File: config.mk
export PLATFORM = sky130hd
export DESIGN_NAME = ring_fork_arbiter_flat
export DESIGN_NICKNAME = d
export VERILOG_FILES = /design/src/sv/rfa_pkg.sv /design/src/sv/rfa_req_if.sv /design/src/sv/rfa_rsp_if.sv /design/src/sv/rfa_datapath.sv /design/src/sv/rfa_controller.sv /design/src/sv/ring_fork_arbiter.sv /design/src/flat_wrapper.sv
export SDC_FILE = /design/constraint.sdc
export NUM_CORES = 1
export LEC_CHECK = 0
export BUFFER_PORTS_ARGS = -buffer_cell sky130_fd_sc_hd__buf_2
export CAP_MARGIN = 20
export CORE_ASPECT_RATIO = 1.75
export CORE_MARGIN = 1.5
export CORE_UTILIZATION = 40
export DETAILED_ROUTE_END_ITERATION = 12
export SLEW_MARGIN = 0
export SYNTH_ARGS = -nofsm -noshare
export SYNTH_HDL_FRONTEND = slang
export SYNTH_SLANG_ARGS = --single-unit
File: constraint.sdc
create_clock -name clock -period 7.6 [get_ports clock]
set_input_delay 0.38 -clock clock [delete_from_list [all_inputs] [get_ports clock]]
set_output_delay 0.38 -clock clock [all_outputs]
set_load 0.02 [all_outputs]
File: src/sv/rfa_pkg.sv
`timescale 1ns / 1ps
`default_nettype none
// ----------------------------------------------------------------------------
// rfa_pkg: shared types and constants for the ring fork arbiter
// Client state codes, operation and status codes, the controller to datapath
// command and status bundles, and ring neighbor helpers.
// ----------------------------------------------------------------------------
package rfa_pkg;

   // Field widths fixed by the item format
   localparam int CLIENT_W = 4;
   localparam int COUNT_W  = 5;

   // Count value after reset
   localparam logic [COUNT_W-1:0] COUNT_RESET = 5'd16;

   // Per-client state
   typedef enum logic [1:0] {
      ST_THINKING = 2'd0,
      ST_HUNGRY   = 2'd1,
      ST_EATING   = 2'd2
   } client_state_type;

   // Operation codes
   typedef enum logic {
      OP_TAKE = 1'b0,
      OP_PUT  = 1'b1
   } op_type;

   // Result status codes
   typedef enum logic {
      STATUS_OK        = 1'b0,
      STATUS_OUT_RANGE = 1'b1
   } status_type;

   // Commands from controller to datapath
   typedef struct packed {
      logic load;     // capture the input item
      logic mark;     // write the issuing client's new state
      logic grant1;   // try the first subject and emit its result
      logic grant2;   // try the previous neighbor and emit its result
      logic error;    // emit the out-of-range result
   } ctl_cmd_type;

   // Status from datapath to controller
   typedef struct packed {
      logic in_range;
      logic is_put;
      logic out_free;
   } dp_status_type;

   // Next client around the ring of n clients, c < n
   function automatic logic [COUNT_W-1:0] ring_next(input logic [COUNT_W-1:0] c,
                                                    input logic [COUNT_W-1:0] n);
      logic [COUNT_W-1:0] inc;
      inc = c + 5'd1;
      return (inc == n) ? '0 : inc;
   endfunction

   // Previous client around the ring of n clients, c < n
   function automatic logic [COUNT_W-1:0] ring_prev(input logic [COUNT_W-1:0] c,
                                                    input logic [COUNT_W-1:0] n);
      return (c == '0) ? (n - 5'd1) : (c - 5'd1);
   endfunction

endpackage
`default_nettype wire

File: src/sv/rfa_req_if.sv
`timescale 1ns / 1ps
`default_nettype none
// ----------------------------------------------------------------------------
// rfa_req_if: request channel
// Valid/ready channel carrying one take or put operation per transfer.
// ----------------------------------------------------------------------------
interface rfa_req_if;
   logic       valid;
   logic       ready;
   logic       operation;
   logic [3:0] client;

   modport source (output valid, output operation, output client, input ready);
   modport sink   (input valid, input operation, input client, output ready);
endinterface
`default_nettype wire

File: src/sv/rfa_rsp_if.sv
`timescale 1ns / 1ps
`default_nettype none
// ----------------------------------------------------------------------------
// rfa_rsp_if: response channel
// Valid/ready channel carrying one grant decision per transfer.
// ----------------------------------------------------------------------------
interface rfa_rsp_if;
   logic       valid;
   logic       ready;
   logic [3:0] subject;
   logic       granted;
   logic       status;
   logic       last;

   modport source (output valid, output subject, output granted, output status,
                   output last, input ready);
   modport sink   (input valid, input subject, input granted, input status,
                   input last, output ready);
endinterface
`default_nettype wire

File: src/sv/rfa_datapath.sv
`timescale 1ns / 1ps
`default_nettype none
// ----------------------------------------------------------------------------
// rfa_datapath: client state table, grant check and response register
// Holds the client count, the per-client states and the captured item, runs
// one grant check per command and drives the response output register.
// ----------------------------------------------------------------------------
module rfa_datapath #(
   parameter int MAX_CLIENTS = 16
) (
   input  wire logic                         clock,
   input  wire logic                         reset,
   input  wire logic                         csr_write_en,
   input  wire logic [rfa_pkg::COUNT_W-1:0]  csr_write_data,
   input  wire logic                         item_operation,
   input  wire logic [rfa_pkg::CLIENT_W-1:0] item_client,
   input  wire rfa_pkg::ctl_cmd_type         cmd,
   output rfa_pkg::dp_status_type            sts,
   input  wire logic                         rsp_ready,
   output logic                              rsp_valid,
   output logic [rfa_pkg::CLIENT_W-1:0]      rsp_subject,
   output logic                              rsp_granted,
   output logic                              rsp_status,
   output logic                              rsp_last
);
   import rfa_pkg::*;

   // The 5-bit count never reaches beyond 31 clients
   localparam int DEPTH = (MAX_CLIENTS < 31) ? MAX_CLIENTS : 31;
   localparam int IDX_W = (DEPTH > 1) ? $clog2(DEPTH) : 1;
   localparam logic [COUNT_W-1:0] CAP = COUNT_W'(DEPTH);

   logic [COUNT_W-1:0]  count_ff;
   op_type              op_ff;
   logic [CLIENT_W-1:0] client_ff;
   client_state_type    state_ff [DEPTH];

   logic                rsp_valid_ff;
   logic [CLIENT_W-1:0] subject_ff, subject_in;
   logic                granted_ff, granted_in;
   status_type          status_ff, status_in;
   logic                last_ff, last_in;

   logic [COUNT_W-1:0] ring_n;
   logic [COUNT_W-1:0] c5, c_nxt, c_prv, target, t_nxt, t_prv;
   logic [IDX_W-1:0]   c_idx, tgt_idx, tn_idx, tp_idx;
   logic               grant_ok;
   logic               push;

   // Effective ring size: zero acts as one, clamp to the table depth
   always_comb begin
      if (count_ff == '0) begin
         ring_n = 5'd1;
      end else if (count_ff > CAP) begin
         ring_n = CAP;
      end else begin
         ring_n = count_ff;
      end
   end

   // Neighbors of the issuing client and of the subject under test
   always_comb begin
      c5     = {1'b0, client_ff};
      c_nxt  = ring_next(c5, ring_n);
      c_prv  = ring_prev(c5, ring_n);
      if (cmd.grant2) begin
         target = c_prv;
      end else if (op_ff == OP_PUT) begin
         target = c_nxt;
      end else begin
         target = c5;
      end
      t_nxt   = ring_next(target, ring_n);
      t_prv   = ring_prev(target, ring_n);
      c_idx   = c5[IDX_W-1:0];
      tgt_idx = target[IDX_W-1:0];
      tn_idx  = t_nxt[IDX_W-1:0];
      tp_idx  = t_prv[IDX_W-1:0];
   end

   // Grant when hungry and neither neighbor is eating
   assign grant_ok = (state_ff[tgt_idx] == ST_HUNGRY) &&
                     (state_ff[tn_idx] != ST_EATING) &&
                     (state_ff[tp_idx] != ST_EATING);

   assign sts.in_range = (c5 < ring_n);
   assign sts.is_put   = (op_ff == OP_PUT);
   assign sts.out_free = !rsp_valid_ff || rsp_ready;

   assign push = cmd.grant1 || cmd.grant2 || cmd.error;

   // Next response payload
   always_comb begin
      subject_in = subject_ff;
      granted_in = granted_ff;
      status_in  = status_ff;
      last_in    = last_ff;
      if (cmd.error) begin
         subject_in = client_ff;
         granted_in = 1'b0;
         status_in  = STATUS_OUT_RANGE;
         last_in    = 1'b1;
      end else if (cmd.grant1 || cmd.grant2) begin
         subject_in = target[CLIENT_W-1:0];
         granted_in = grant_ok;
         status_in  = STATUS_OK;
         last_in    = cmd.grant2 || (op_ff == OP_TAKE);
      end
   end

   // Control state: count, client table, response valid
   always_ff @(posedge clock) begin
      if (reset) begin
         count_ff     <= COUNT_RESET;
         rsp_valid_ff <= 1'b0;
         for (int i = 0; i < DEPTH; i++) begin
            state_ff[i] <= ST_THINKING;
         end
      end else begin
         if (csr_write_en) begin
            count_ff <= csr_write_data;
         end
         if (push) begin
            rsp_valid_ff <= 1'b1;
         end else if (rsp_ready) begin
            rsp_valid_ff <= 1'b0;
         end
         if (cmd.mark) begin
            state_ff[c_idx] <= (op_ff == OP_PUT) ? ST_THINKING : ST_HUNGRY;
         end else if ((cmd.grant1 || cmd.grant2) && grant_ok) begin
            state_ff[tgt_idx] <= ST_EATING;
         end
      end
   end

   // Payload registers: captured item and response fields
   always_ff @(posedge clock) begin
      if (cmd.load) begin
         op_ff     <= op_type'(item_operation);
         client_ff <= item_client;
      end
      if (push) begin
         subject_ff <= subject_in;
         granted_ff <= granted_in;
         status_ff  <= status_in;
         last_ff    <= last_in;
      end
   end

   assign rsp_valid   = rsp_valid_ff;
   assign rsp_subject = subject_ff;
   assign rsp_granted = granted_ff;
   assign rsp_status  = status_ff;
   assign rsp_last    = last_ff;

   // A granted subject is eating right after the check
   a_grant_eats: assert property (@(posedge clock) disable iff (reset)
      (cmd.grant1 || cmd.grant2) && grant_ok |=> state_ff[$past(tgt_idx)] == ST_EATING)
      else $error("granted subject not eating");

   // An out-of-range result never carries a grant
   a_error_no_grant: assert property (@(posedge clock) disable iff (reset)
      rsp_valid_ff && status_ff == STATUS_OUT_RANGE |-> !granted_ff)
      else $error("out-of-range result granted");

   // A pending response holds while the sink stalls and nothing new is pushed
   a_rsp_hold: assert property (@(posedge clock) disable iff (reset)
      rsp_valid_ff && !rsp_ready |=> rsp_valid_ff)
      else $error("pending response dropped");

endmodule
`default_nettype wire

File: src/sv/rfa_controller.sv
`timescale 1ns / 1ps
`default_nettype none
// ----------------------------------------------------------------------------
// rfa_controller: operation sequencer
// Accepts one item at a time: mark, first grant check and, for a release,
// second grant check, or an error result; waits on the response register.
// ----------------------------------------------------------------------------
module rfa_controller (
   input  wire logic                   clock,
   input  wire logic                   reset,
   input  wire logic                   req_valid,
   output logic                        req_ready,
   input  wire rfa_pkg::dp_status_type sts,
   output rfa_pkg::ctl_cmd_type        cmd
);
   import rfa_pkg::*;

   typedef enum logic [1:0] {
      S_IDLE,
      S_MARK,
      S_GRANT1,
      S_GRANT2
   } fsm_state_type;

   fsm_state_type state_ff, state_in;

   // Decode commands and next state
   always_comb begin
      cmd       = '0;
      state_in  = state_ff;
      req_ready = 1'b0;
      unique case (state_ff)
         S_IDLE: begin
            req_ready = 1'b1;
            if (req_valid) begin
               cmd.load = 1'b1;
               state_in = S_MARK;
            end
         end
         S_MARK: begin
            if (!sts.in_range) begin
               if (sts.out_free) begin
                  cmd.error = 1'b1;
                  state_in  = S_IDLE;
               end
            end else begin
               cmd.mark = 1'b1;
               state_in = S_GRANT1;
            end
         end
         S_GRANT1: begin
            if (sts.out_free) begin
               cmd.grant1 = 1'b1;
               state_in   = sts.is_put ? S_GRANT2 : S_IDLE;
            end
         end
         S_GRANT2: begin
            if (sts.out_free) begin
               cmd.grant2 = 1'b1;
               state_in   = S_IDLE;
            end
         end
         default: begin
            state_in = S_IDLE;
         end
      endcase
   end

   // Hold state
   always_ff @(posedge clock) begin
      if (reset) begin
         state_ff <= S_IDLE;
      end else begin
         state_ff <= state_in;
      end
   end

   // Never emit a result into a full response register
   a_push_free: assert property (@(posedge clock) disable iff (reset)
      (cmd.grant1 || cmd.grant2 || cmd.error) |-> sts.out_free)
      else $error("result pushed into full response register");

   // Second grant check only follows a release
   a_grant2_put: assert property (@(posedge clock) disable iff (reset)
      cmd.grant2 |-> sts.is_put && sts.in_range)
      else $error("second grant check on a request");

   // Item transfer closes the input until the sequence ends
   a_accept_busy: assert property (@(posedge clock) disable iff (reset)
      req_valid && req_ready |=> !req_ready)
      else $error("input accepted while busy");

endmodule
`default_nettype wire

File: src/sv/ring_fork_arbiter.sv
`timescale 1ns / 1ps
`default_nettype none
// Timing: a result is loaded at the sequencer's first grant check, or at the
//   mark step for an out-of-range client; a release's second result is
//   loaded at the edge that transfers the first.
// Items: a new item is taken only once the sequencer is back in idle, after
//   the mark and grant steps of the last item, which wait on the response register.
// Reset: synchronous; all clients thinking, client count 16, no result held.
// ----------------------------------------------------------------------------
// ring_fork_arbiter: ring arbiter top level
// Grants clients that share a resource with each ring neighbor; a controller
// sequences each operation over the client state datapath.
// ----------------------------------------------------------------------------
module ring_fork_arbiter #(
   parameter int MAX_CLIENTS = 16
) (
   input  wire logic                        clock,
   input  wire logic                        reset,
   input  wire logic                        csr_write_en,
   input  wire logic [rfa_pkg::COUNT_W-1:0] csr_write_data,
   rfa_req_if.sink                          req,
   rfa_rsp_if.source                        rsp
);
   import rfa_pkg::*;

   ctl_cmd_type   cmd;
   dp_status_type sts;

   rfa_controller u_controller (
      .clock     (clock),
      .reset     (reset),
      .req_valid (req.valid),
      .req_ready (req.ready),
      .sts       (sts),
      .cmd       (cmd)
   );

   rfa_datapath #(
      .MAX_CLIENTS (MAX_CLIENTS)
   ) u_datapath (
      .clock          (clock),
      .reset          (reset),
      .csr_write_en   (csr_write_en),
      .csr_write_data (csr_write_data),
      .item_operation (req.operation),
      .item_client    (req.client),
      .cmd            (cmd),
      .sts            (sts),
      .rsp_ready      (rsp.ready),
      .rsp_valid      (rsp.valid),
      .rsp_subject    (rsp.subject),
      .rsp_granted    (rsp.granted),
      .rsp_status     (rsp.status),
      .rsp_last       (rsp.last)
   );

endmodule
`default_nettype wire
File: src/flat_wrapper.sv
// flat-port wrapper written by rule: the top's interface ports become plain ports
module ring_fork_arbiter_flat import rfa_pkg::*;
#(
   parameter int MAX_CLIENTS = 16
)
  (clock, reset, csr_write_en, csr_write_data, req_valid, req_operation, req_client, req_ready, rsp_valid, rsp_subject, rsp_granted, rsp_status, rsp_last, rsp_ready);
  rfa_req_if req_i ();
  rfa_rsp_if rsp_i ();
  input  wire logic clock;
  input  wire logic reset;
  input  wire logic csr_write_en;
  input  wire logic [rfa_pkg::COUNT_W-1:0] csr_write_data;
  input wire logic [$bits(req_i.valid)-1:0] req_valid;
  input wire logic [$bits(req_i.operation)-1:0] req_operation;
  input wire logic [$bits(req_i.client)-1:0] req_client;
  output wire logic [$bits(req_i.ready)-1:0] req_ready;
  output wire logic [$bits(rsp_i.valid)-1:0] rsp_valid;
  output wire logic [$bits(rsp_i.subject)-1:0] rsp_subject;
  output wire logic [$bits(rsp_i.granted)-1:0] rsp_granted;
  output wire logic [$bits(rsp_i.status)-1:0] rsp_status;
  output wire logic [$bits(rsp_i.last)-1:0] rsp_last;
  input wire logic [$bits(rsp_i.ready)-1:0] rsp_ready;
  assign req_i.valid = req_valid;
  assign req_i.operation = req_operation;
  assign req_i.client = req_client;
  assign req_ready = req_i.ready;
  assign rsp_valid = rsp_i.valid;
  assign rsp_subject = rsp_i.subject;
  assign rsp_granted = rsp_i.granted;
  assign rsp_status = rsp_i.status;
  assign rsp_last = rsp_i.last;
  assign rsp_i.ready = rsp_ready;
  ring_fork_arbiter #(.MAX_CLIENTS(MAX_CLIENTS)) u_core (.clock(clock), .reset(reset), .csr_write_en(csr_write_en), .csr_write_data(csr_write_data), .req(req_i), .rsp(rsp_i));
endmodule
Word-level counts from Yosys, hierarchy flattened. Memory sizes are Yosys's and may differ from the RTL's. Index checks and enable logic that the tools add are counted.

Memories: 1. Bits in writable memories: 32. Register bits after elaboration: 20. Word-level logic and storage cells: 93. Output and inout bits: 9.

Reduce and logical (&&, ||, !) cells: 18. $lt $le $gt $ge: 2. Bitwise gates (word level): 1. Multiplexer cells: 47. $add $sub $neg: 5. Equal/unequal tests: 10.

Memories: u_core.u_datapath.state_ff (depth 16, bits a word 2, read ports 3, clocked after Yosys merged registers in 0, wr ports 16, RTL line rfa_datapath.sv:36) `client_state_type state_ff [DEPTH];`.

Operator list (count): $mux W5 (6); $mux W1 (27); $mux W4 (6); $mux W2 (7); $eq A5 B5 Y1 (2); $logic_not A5 Y1 (2); $pmux W2 S4 (1); $ne A2 B2 Y1 const B (3); $add A4 B1 Y5 const B (1); $add A5 B1 Y5 const B (1); $gt A5 B5 Y1 const B (1); $lt A4 B5 Y1 (1); $sub A4 B1 Y5 const B (1); $sub A5 B1 Y5 const B (1); $eq A2 B1 Y1 const B (2); $eq A2 B2 Y1 const B (2); $logic_not A4 Y1 (1); $logic_or A1 B1 Y1 (4); $reduce_and A2 Y1 (2); $reduce_bool A2 Y1 (2); $reduce_or A2 Y1 (2); $sub A4 B1 Y4 const B (1); $logic_and A1 B1 Y1 (3); $logic_not A2 Y1 (1); other kinds (3) (3).

Logic depth before layout (Yosys ltp). An unclocked memory read counts as a cell.

Depth in word-level cells: 21. Gate-level depth with buffers: 23.

Cells and area by module. From an unflattened synthesis, not the netlist that was laid out.

Cell total of the unflattened synthesis: 450. Area, all modules: 4137.7 µm².

Modules (own cells, without submodules): rfa_datapath (times used 1, cells each 431, sequential area each 1441.4 µm², area each 3998.8 µm²); rfa_controller (times used 1, cells each 19, sequential area each 40.0 µm², area each 138.9 µm²).

Worst setup path before layout. Ideal clock, no wire load.

Kind: register to register. Start point: register u_core.u_datapath.count_ff[2]. End point: memory u_core.u_datapath.state_ff[0][0] in the netlist's numbering (enable). Data required time: 7282 ps. Stages on the path, launching flop included: 22. Arrival: 4957 ps. Setup slack: 2325 ps. Library setup time: 318 ps. Path buffers: 4. Cells stage by stage: dfxtp_1 nor3_1 o21ai_2 inv_1 ha_1 nor2b_1 mux2_2 o211ai_2 o211a_4 clkinv_4 buf_2 buf_2 ha_1 nand2_1 and3_1 or4_4 and2_1 a2111o_1 or4b_1 buf_2 buf_6 mux2i_1.

RTL lines: start: declaration (RTL line rfa_datapath.sv:33) `logic [COUNT_W-1:0] count_ff;`; start signal: assignment (RTL line rfa_datapath.sv:121) `count_ff <= csr_write_data;`; end: declaration (RTL line rfa_datapath.sv:36).

==> impl_metrics.py <==
metrics = {
    "sta": {
        "setup_viol": 0,
        "worstMarginPinSlew_ns": 1.060,
        "finalSetupTns_ns": 0,
        "rsz0062_at_grt": "no",
        "final-hold-violation-count": 0,
        "post-route-period-util_pct": 77.97,
        "skew_ns": 0.008898,
        "relSlewSlack_pct": 28.60,
        "fmax_mhz": 168.8,
        "final_max_slew_viol_count": 0,
        "fin_crit_ns": 5.926,
    },
    "worst_setup_path": {
        "arrival_ns": 5.91,
        "worstSetupEndpointType": "register",
        "crit_slowest_cell": "o31ai_4",
        "cp_cell_sequence": "nor3_1 > o21ai_2 > inv_1 > ha_1 > nor2b_1 > mux2_2 > o211a_1 > o31ai_4 > inv_2 > ha_1 > and2_0 > nand3_1 > and2_1 > mux2_2 > a2111o_1 > or4b_1 > buf_4 > mux2i_1",
        "cp_slowest_stage_delay_ns": 0.58,
        "worstSetupStartpointType": "register",
        "worstPathRequired_ns": 7.59,
        "crit_type": "reg -> reg",
        "cp_max_fo": 32,
    },
    "final_layout": {
        "final_common_cell": "nand2_1",
        "final_util_pct": 44.19,
        "final_cell_mix": "nand2_1 (68), edfxtp_1 (44), nor2_1 (40), nor3_1 (31), mux2i_1 (27)",
        "fin_nets": 511,
        "fill_cells": 1037,
        "drive_above_1_share_pct": 12.96,
        "instances_no_fill": 613,
        "syn_to_final_growth_pct": 6.906,
        "diodes": 0,
    },
    "placement": {
        "portBuffers": 23,
        "placedCellCount": 605,
        "dpl.hpwl_um": 10520,
        "globalplace.congestion": 0.9693,
    },
    "synth": {
        "synth.distinct_cells": 76,
        "async_reset_ff_share_pct": 0,
        "syn-num-nets": 503,
        "synth_area_um2": 4258,
        "avgSynthCellArea_um2": 8.926,
        "synth_top_flop_cell": "edfxtp_1",
        "synth-edff-count": 44,
        "yosysSeqAreaShare_pct": 34.79,
        "synth-seq-cells": 52,
        "netlist_instances": 477,
        "synth_warnings": 0,
    },
    "floorplan": {
        "die_w_um": 80.99,
        "start_util_pct": 41.34,
        "fp.dieH_um": 139.5,
        "boundaryPins": 24,
        "rows": 49,
        "die_area_um2": 11300,
        "core_um2": 10300,
    },
    "pwr": {
        "combPwrFrac_pct": 35.3,
        "p_per_area_nw_per_um2": 199.5,
        "seqPwrFrac_pct": 39.0,
        "power.leakage_nw": 1.785,
        "swShare_pct": 37.04,
        "p_int_mw": 0.5717,
        "ir_worst_vdd_v": 0.0001876,
        "p_clk_share_pct": 25.7,
        "switching_power_mw": 0.3363,
    },
    "clock_network": {
        "clockRootBuffer": "clkbuf_16",
        "numCtsBuffers": 5,
        "cts_setup_buffers": 0,
        "cts_tree": "yes",
        "cts_htree_levels": 2,
        "postCtsHoldBufs": 0,
        "clkTransAtPathRegs_ns": 0.07,
        "clock-sinks": 52,
        "clock_latency_ns": 0.30,
        "cts_resized": 0,
        "max-clock-path-buffers": 2,
    },
    "detailed_routing": {
        "drtIter0Drc": 247,
        "drc_errors": 0,
        "viasPerCell": 6.222,
        "vias": 3814,
        "drt-pass1-iter-count": 5,
        "wirelength_um": 13440,
        "drtAntennaViolNets": 0,
        "routedWlPerCell_um": 21.93,
    },
    "global_route": {
        "globalRouteOverflowTotal": 0,
        "antenna_found_initial": 1,
        "grt_usage_pct": 24.91,
        "grt_pass1_wl_um": 20750,
        "grt_max_degree": 33,
        "grt_pass1_vias": 3867,
    },
    "min_path": {
        "hp-class": "in -> reg",
    },
    "job": {
        "drv_cap": 0,
    },
    "run_status": {
        "status": "finished clean",
    },
}
-- flip-flops by register name, summed over array words and instances, names as in the netlist --
register / cells
u_core.u_controller.state_ff: 2
u_core.u_datapath.c_idx: 4
u_core.u_datapath.count_ff: 5
u_core.u_datapath.op_ff: 1
u_core.u_datapath.rsp_granted: 1
u_core.u_datapath.rsp_last: 1
u_core.u_datapath.rsp_status: 1
u_core.u_datapath.rsp_subject: 4
u_core.u_datapath.rsp_valid: 1
u_core.u_datapath.state_ff: 32
-- metrics by stage --
| stage | hold slack [ns] | cell area (um^2) | setup WS [ns] | total power, mW |
|---|---|---|---|---|
| finish | 0.2538 | 4552 | 1.674 | 0.9080 |
| global route | 0.2537 | 4552 | 1.318 | 0.9429 |
| CTS | 0.2509 | 4552 | 1.747 | 0.9024 |
| detailed placement | 0.5585 | 4405 | 1.764 | 0.6739 |
| global placement | 0.5529 | 4405 | 1.891 | 0.6722 |
| floorplan | 0.4789 | 4258 | 2.325 | 0.5877 |
-- synthesized netlist by cell type (6+ instances only) --
| master | count | share of area [%] |
|---|---|---|
| nand3b_1 | 6 | 1.1 |
| mux2i_1 | 27 | 6.3 |
| nand2_1 | 68 | 6.0 |
| buf_2 | 8 | 0.94 |
| nand2b_1 | 20 | 2.9 |
| a211oi_1 | 7 | 1.2 |
| a21oi_1 | 14 | 1.6 |
| inv_1 | 16 | 1.4 |
| clkbuf_1 | 10 | 0.88 |
| o21ai_0 | 21 | 2.5 |
| nor2_1 | 40 | 3.5 |
| nand3_1 | 7 | 0.82 |
| ha_1 | 11 | 3.2 |
| nor2b_1 | 11 | 1.6 |
| and2_1 | 6 | 0.88 |
| edfxtp_1 | 44 | 31 |
| nor3_1 | 31 | 3.6 |
| xnor2_1 | 11 | 2.3 |
| dfxtp_1 | 8 | 3.8 |
| nor4_1 | 6 | 0.88 |
-- cell families after synthesis --
group	count (synthesis)	synth area share, %
AND/OR/NAND/NOR	219	26.07
flip-flops	52	34.79
AO/OA/AOI/OAI	103	18.04
multiplexers	33	8.463
XOR/XNOR	15	4.055
adder cells (fa/ha/maj)	11	3.232
buffers and inverters	44	5.348
-- final cells by class --
cell class	instances	area, um^2	area share, %
Multi-Input combinational cell	381	2549	55.99
Tap cell	127	158.9	3.491
Inverter	19	78.83	1.732
Clock inverter	3	21.27	0.4673
Sequential cell	52	1481	32.55
Clock buffer	5	125.1	2.749
Timing Repair Buffer	26	137.6	3.024
-- power by group through the flow --
stage                     Sequential, mW  Combinational (mW)  Clock, mW
after floorplan                    0.351               0.237          0
after global placement             0.359               0.313          0
after detailed placement           0.360               0.314          0
after CTS                          0.353               0.315      0.234
after global routing               0.357               0.342      0.243
final                              0.354               0.321      0.233
-- worst paths after layout --
kind	to	slack [ns]	cells after the start	from
min reg2reg	u_core.u_controller.state_ff[1]	0.58	2	u_core.u_controller.state_ff[1]
max	u_core.u_datapath.state_ff[9][1]	1.67	18	u_core.u_datapath.count_ff[2]
max reg2reg	u_core.u_datapath.state_ff[9][1]	1.67	18	u_core.u_datapath.count_ff[2]
min	u_core.u_datapath.c_idx[0]	0.25	1	req_client[0]
-- routing by layer --
metal	share of wire (%)	global-route usage (%)
met2	53	44.25
met1	36	27.09
met5	0.097	0
met4	6.9	17.06
met3	4.4	1.639
-- worst max-delay path, delay by kind of cell (launching register included) --
| kind | cells | cell delay, ns |
|---|---|---|
| flip-flops | 1 | 0.49 |
| AND/OR/NAND/NOR | 6 | 1.27 |
| buffers and inverters | 3 | 0.62 |
| adder cells (fa/ha/maj) | 2 | 0.62 |
| multiplexers | 3 | 0.95 |
| AO/OA/AOI/OAI | 4 | 1.63 |
(Power assumes the default switching activity.)
